--- src/hdl/rigid_point_transform_unit_macros.svh ---
// Assertion macros for the rigid point transform top level.
`ifndef RIGID_POINT_TRANSFORM_UNIT_MACROS_SVH
`define RIGID_POINT_TRANSFORM_UNIT_MACROS_SVH

// The consequent must hold in the same cycle as the antecedent.
`define RPTU_ASSERT_NOW(label, ante, cons, msg) \
    label: assert property (@(posedge clk) disable iff (!rst_n) (ante) |-> (cons)) \
        else $error(msg);

// The consequent must hold in the cycle after the antecedent.
`define RPTU_ASSERT_NEXT(label, ante, cons, msg) \
    label: assert property (@(posedge clk) disable iff (!rst_n) (ante) |=> (cons)) \
        else $error(msg);

`endif

--- src/hdl/rptu_pkg.sv ---
// Package with widths, codes and types shared by the rigid point transform.
package rptu_pkg;

    localparam int COORD_W    = 32;
    localparam int ENTRY_W    = 18;
    localparam int COEF_W     = 22;
    localparam int QUAT_W     = 16;
    localparam int QSUM_W     = 35;
    localparam int Q28_SHIFT  = 12;
    localparam int DIFF_W     = COORD_W + 1;
    localparam int PROD_W     = COEF_W + DIFF_W;
    localparam int ACC_W      = PROD_W + 3;
    localparam int FRAC_W     = 16;
    localparam int MODE_W     = 2;
    localparam int ROW_W      = 3 * ENTRY_W;
    localparam int IDX_W      = 3;
    localparam int CFG_DATA_W = 64;

    localparam logic [COEF_W-1:0]        ONE_Q16    = COEF_W'(1 << FRAC_W);
    localparam logic signed [QSUM_W-1:0] ONE_Q28    = QSUM_W'(1) <<< 28;
    localparam logic signed [QSUM_W-1:0] HALF_Q28   = QSUM_W'(1) <<< (Q28_SHIFT - 1);
    localparam logic signed [ACC_W-1:0]  HALF_ACC   = ACC_W'(1) <<< (FRAC_W - 1);

    typedef enum logic [MODE_W-1:0] {
        MODE_CENTER_TRANSPOSE = 2'd0,
        MODE_ROTATE_ADD       = 2'd1,
        MODE_QUAT             = 2'd2,
        MODE_BYPASS           = 2'd3
    } mode_t;

    typedef enum logic [IDX_W-1:0] {
        REG_MODE     = 3'd0,
        REG_ROW0     = 3'd1,
        REG_ROW1     = 3'd2,
        REG_ROW2     = 3'd3,
        REG_CENTER_X = 3'd4,
        REG_CENTER_Y = 3'd5,
        REG_CENTER_Z = 3'd6,
        REG_ROTOR    = 3'd7
    } reg_idx_t;

    typedef struct packed {
        mode_t                          mode;
        logic [2:0][2:0][COEF_W-1:0]    mat;
        logic [2:0][2:0][COEF_W-1:0]    qmat;
        logic [2:0][COORD_W-1:0]        center;
    } cfg_t;

    typedef struct packed {
        logic [2:0][2:0][PROD_W-1:0]    prod;
        logic [2:0][COORD_W-1:0]        point;
    } prod_beat_t;

endpackage

--- src/hdl/rptu_output_stage.sv ---
// Dot product sums, rounding, saturation and the result register.
module rptu_output_stage
(
    input  logic                                clk,
    input  logic                                rst_n,
    input  rptu_pkg::cfg_t                      cfg,
    input  logic                                b_vld,
    input  rptu_pkg::prod_beat_t                b_data,
    input  logic                                out_stall,
    output logic                                c_ready,
    output logic                                out_vld,
    output logic [2:0][rptu_pkg::COORD_W-1:0]   moved
);
    import rptu_pkg::*;

    logic                       out_vld_reg, out_vld_next;
    logic [2:0][COORD_W-1:0]    moved_reg, moved_next;
    logic signed [ACC_W-1:0]    acc [3];
    logic signed [ACC_W-1:0]    rnd [3];
    logic [ACC_W-COORD_W:0]     high [3];

    always_comb
    begin
        for (int i = 0; i < 3; i++)
        begin
            acc[i] = ACC_W'($signed(b_data.prod[i][0]))
                   + ACC_W'($signed(b_data.prod[i][1]))
                   + ACC_W'($signed(b_data.prod[i][2]));
            if (cfg.mode == MODE_ROTATE_ADD)
            begin
                acc[i] = acc[i] + (ACC_W'($signed(cfg.center[i])) <<< FRAC_W);
            end
            rnd[i]  = (acc[i] + HALF_ACC) >>> FRAC_W;
            high[i] = rnd[i][ACC_W-1:COORD_W-1];
            if (cfg.mode == MODE_BYPASS)
            begin
                moved_next[i] = b_data.point[i];
            end
            else if ((&high[i]) || !(|high[i]))
            begin
                moved_next[i] = rnd[i][COORD_W-1:0];
            end
            else if (rnd[i][ACC_W-1])
            begin
                moved_next[i] = {1'b1, {(COORD_W-1){1'b0}}};
            end
            else
            begin
                moved_next[i] = {1'b0, {(COORD_W-1){1'b1}}};
            end
        end
    end

    assign c_ready      = !out_vld_reg || !out_stall;
    assign out_vld_next = c_ready ? b_vld : out_vld_reg;

    always_ff @(posedge clk or negedge rst_n)
    begin
        if (!rst_n)
        begin
            out_vld_reg <= 1'b0;
        end
        else
        begin
            out_vld_reg <= out_vld_next;
        end
    end

    always_ff @(posedge clk)
    begin
        if (c_ready && b_vld)
        begin
            moved_reg <= moved_next;
        end
    end

    assign out_vld = out_vld_reg;
    assign moved   = moved_reg;

endmodule

--- config.mk ---
export PLATFORM = sky130hd
export DESIGN_NAME = rptu_output_stage
export DESIGN_NICKNAME = d
export VERILOG_FILES = /design/src/hdl/rigid_point_transform_unit_macros.svh /design/src/hdl/rptu_pkg.sv /design/src/hdl/rptu_output_stage.sv
export SDC_FILE = /design/constraint.sdc
export NUM_CORES = 1
export LEC_CHECK = 0
export ABC_CLOCK_PERIOD_IN_PS = 8900
export BUFFER_PORTS_ARGS = -buffer_cell sky130_fd_sc_hd__clkbuf_2
export CAP_MARGIN = 25
export CORE_AREA = 2 2 456 458
export DETAILED_ROUTE_END_ITERATION = 8
export DIE_AREA = 0 0 458 460
export PLACE_DENSITY_LB_ADDON = 0.1
export SLEW_MARGIN = 20
export SYNTH_ARGS = -nofsm -noshare
export SYNTH_HDL_FRONTEND = slang
export SYNTH_SLANG_ARGS = --single-unit
--- constraint.sdc ---
create_clock -name clk -period 8.9 [get_ports clk]
set_input_delay 0.445 -clock clk [delete_from_list [all_inputs] [get_ports clk]]
set_output_delay 0.445 -clock clk [all_outputs]
set_load 0.05 [all_outputs]
==> flow_summary.yaml <==
min_path:
  hp-start: "b_vld"
  worstHoldEndpoint: "out_vld"
  min_path_cells: 2
  min_path_type: "in -> reg"
timing:
  fin_crit_sh: 0.955
  grt_setup_unrepaired: "false"
  maxSlewViolCount: 0
  worst_pin_slew_ns: 0.942
  setup_viol: 0
  skew_ns: 0.0260
  whs_ns: 0.241
  setup_ws_ns: 0.398
  fmax_ghz: 0.118
  hold_viol: 0
  min_period_ns: 8.50
  slew-limit-headroom: 0.365
global_routing:
  grt.met1_usage: 0.215
  grt_max_degree: 128
  top_usage_layer: "met2"
  grt_util_all_layers: 0.165
  grt.overflow.total: 0
  met2_usage: 0.295
  grt_pass1_wl_mm: 259
  gr-usage-met3: 0.0179
  antenna_found_initial: 41
  grt_pass1_vias: 37200
synth:
  synth-adder-area-share: 0.217
  async_reset_ff_frac: 0.0103
  synth_edf_count: 96
  synth-simple-area-share: 0.241
  synth_area_leaders: "ha_1 12%, fa_1 10%, edfxtp_1 8.9%"
  synthMuxAreaShare: 0.0212
  synth_common_cells: "421 x nand2_1, 407 x a21oi_1, 394 x nor2_1"
  synth_top_family_by_area: "compound AO/OA/AOI/OAI gates"
  synth_top_cell_by_area: "ha_1"
  syn_nets: 5928
  yosysMostFrequentCell: "nand2_1"
  yosys.area.top_type_share: 0.115
  netlist_area_sq_um: 32500
  yosys.cell_types.count: 113
  ys_ff_latch: 97
  yosys_warnings: 0
  synth_top_flop_cell: "edfxtp_1"
  netlist_instances: 4374
  yosysSeqAreaShare: 0.0894
  synthXorXnorAreaFrac: 0.0713
  syn_avg_cell_area_sq_um: 7.44
  synth_compound_area_frac: 0.308
route:
  firstDrtPassIters: 5
  drcViolationCount: 0
  drt-total-wl_mm: 180
  vias_per_cell: 4.64
  drt_iter0_drc: 2116
  vias: 36700
  postRouteAntennaNets: 0
  post_drt_wl_per_cell_um: 22.8
pwr:
  leakage_nw: 17.2
  switching_share: 0.586
  power.total_w: 0.00949
  combPwrFrac: 0.886
  pwr_density_cell_nw_per_um2: 231
  clock_power_share: 0.049
  internal_power_w: 0.00393
  ir_drop_v: 0.0000981
  power.switching_w: 0.00556
  pwr-share-seq: 0.065
finish:
  layout.nets: 6748
  fin_area_sq_um: 41100
  syn2layout_area_growth_pct: 26.4
  drive_above_1_share: 0.226
  largest_reg_flops: 96
  fin_util: 0.200
  num-fill-cells: 23500
floorplan:
  num_rows: 167
  initial_core_util: 0.158
  num_io_pins: 1187
  die_y_um: 460
  core_sq_um: 206000
  die-area_sq_um: 211000
  die_w_um: 458
placement:
  place_area_sq_um: 40800
  pre_cts_slack_ns: 0.0601
  place_hpwl_mm: 160
  io_buffers: 790
  gp_congestion: 0.873
worst_setup_path:
  start_kind: "input port"
  critPathSlowestCell: "a2111oi_0"
  cp_top_family: "compound AO/OA/AOI/OAI gates"
  rr_worst_depth: 3
  path_common_cell: "buf_4"
  reg2reg_slack_ns: 6.38
  r2r-start: "out_vld"
  timing.rr.end: "moved[38]"
  max_stage_delay_ns: 0.68
  crit_arrival_ns: 8.66
  cp-end-kind: "flop"
  crit_buf_inv: 6
  cp_max_fo: 9
  cp.required_ns: 9.06
  crit_type: "in -> reg"
cts:
  root_buffer: "clkbuf_16"
  clk_pin_slew_ns: 0.09
  hold_buffers: 1
  cts_tree: "done"
  clk-insertion-delay-late_ns: 0.43
  cts_inserted_buffers: 9
  cts_resized: 0
  clockBufferDepth: 2
  cts-htree-levels: 3
  cts_setup_buffers: 0
  numClockSinks: 97
run:
  max_cap_violations: 0
outcome:
  status: "finished, final reports clean"
power groups by stage:
stage               Clock [W]  Sequential, W  Combinational (W)
global placement            0       0.000632            0.00847
floorplan                   0       0.000807            0.00534
global route         0.000506       0.000625            0.00934
detailed placement          0       0.000632            0.00843
finish               0.000464       0.000618            0.00841
CTS                  0.000501       0.000622            0.00848
worst max path at each step:
stage           startpoint  slack (ns)  cells after the start   endpoint
4_1_cts        b_data[111]        0.48                     30  moved[24]
3_5_place_dp   b_data[111]        0.06                     29   moved[8]
6_report       b_data[111]        0.40                     31  moved[25]
3_3_place_gp   b_data[444]       -0.11                     28  moved[69]
5_1_grt        b_data[270]        0.08                     29  moved[34]
2_1_floorplan  b_data[284]        1.59                     27  moved[62]
worst register-to-register path, stage by stage (launching register included):
cell	delay (ns)
dfrtp_1	0.39
nand2_1	0.12
and2_4	0.75
buf_4	0.81
area by class of cell:
class / count / area, sq um / share of cell area
Antenna cell: 9 / 22.5 / 0.000547
Sequential cell: 97 / 2910 / 0.0707
Tap cell: 2704 / 3380 / 0.0822
Timing Repair Buffer: 1014 / 5800 / 0.141
Inverter: 200 / 751 / 0.0182
Multi-Input combinational cell: 3872 / 28000 / 0.680
Clock buffer: 9 / 225 / 0.00547
Clock inverter: 7 / 80.1 / 0.00195
cells by family (layout without fill, tap and decap cells):
group,Yosys count,count (layout)
AND/OR/NAND/NOR,1568,1568
AO/OA/AOI/OAI,1507,1507
adder cells (fa/ha/maj),465,465
buffers and inverters,405,1230
XOR/XNOR,265,265
flip-flops,97,97
multiplexers,67,67
other,0,9
through the flow:
step	std cells	TNS [ns]
2_1_floorplan	4374	0
3_3_place_gp	7883	-0.123
3_5_place_dp	7885	0
4_1_cts	7902	0
5_1_grt	7906	0
6_report	7912	0
cell usage in the layout (no fill, tap or decap), drive strengths merged, types with 24 or more instances in the layout:
master / Yosys / layout
clkbuf: 124 / 800
nand2: 422 / 422
a21oi: 407 / 407
nor2: 394 / 394
o21ai: 342 / 342
ha: 300 / 300
buf: 81 / 222
inv: 200 / 204
xnor2: 165 / 165
fa: 165 / 165
nand4: 140 / 140
nor3: 115 / 115
a21o: 102 / 102
o22ai: 102 / 102
xor2: 100 / 100
nand3: 99 / 99
edfxtp: 96 / 96
o21a: 72 / 72
and2: 57 / 57
nor4: 57 / 57
mux2i: 55 / 55
or3: 54 / 54
o211ai: 52 / 52
a211oi: 50 / 50
and3: 48 / 48
a31oi: 44 / 44
nand2b: 37 / 37
o31ai: 36 / 36
a21boi: 28 / 28
or2: 25 / 25
o211a: 24 / 24
metal layers:
metal,share of wire,up-vias
met4,0.018,22
met1,0.45,17600
met2,0.49,956
met5,0.00069,-
met3,0.041,113
li1,-,18100
Power figures use the tool's default switching activity.
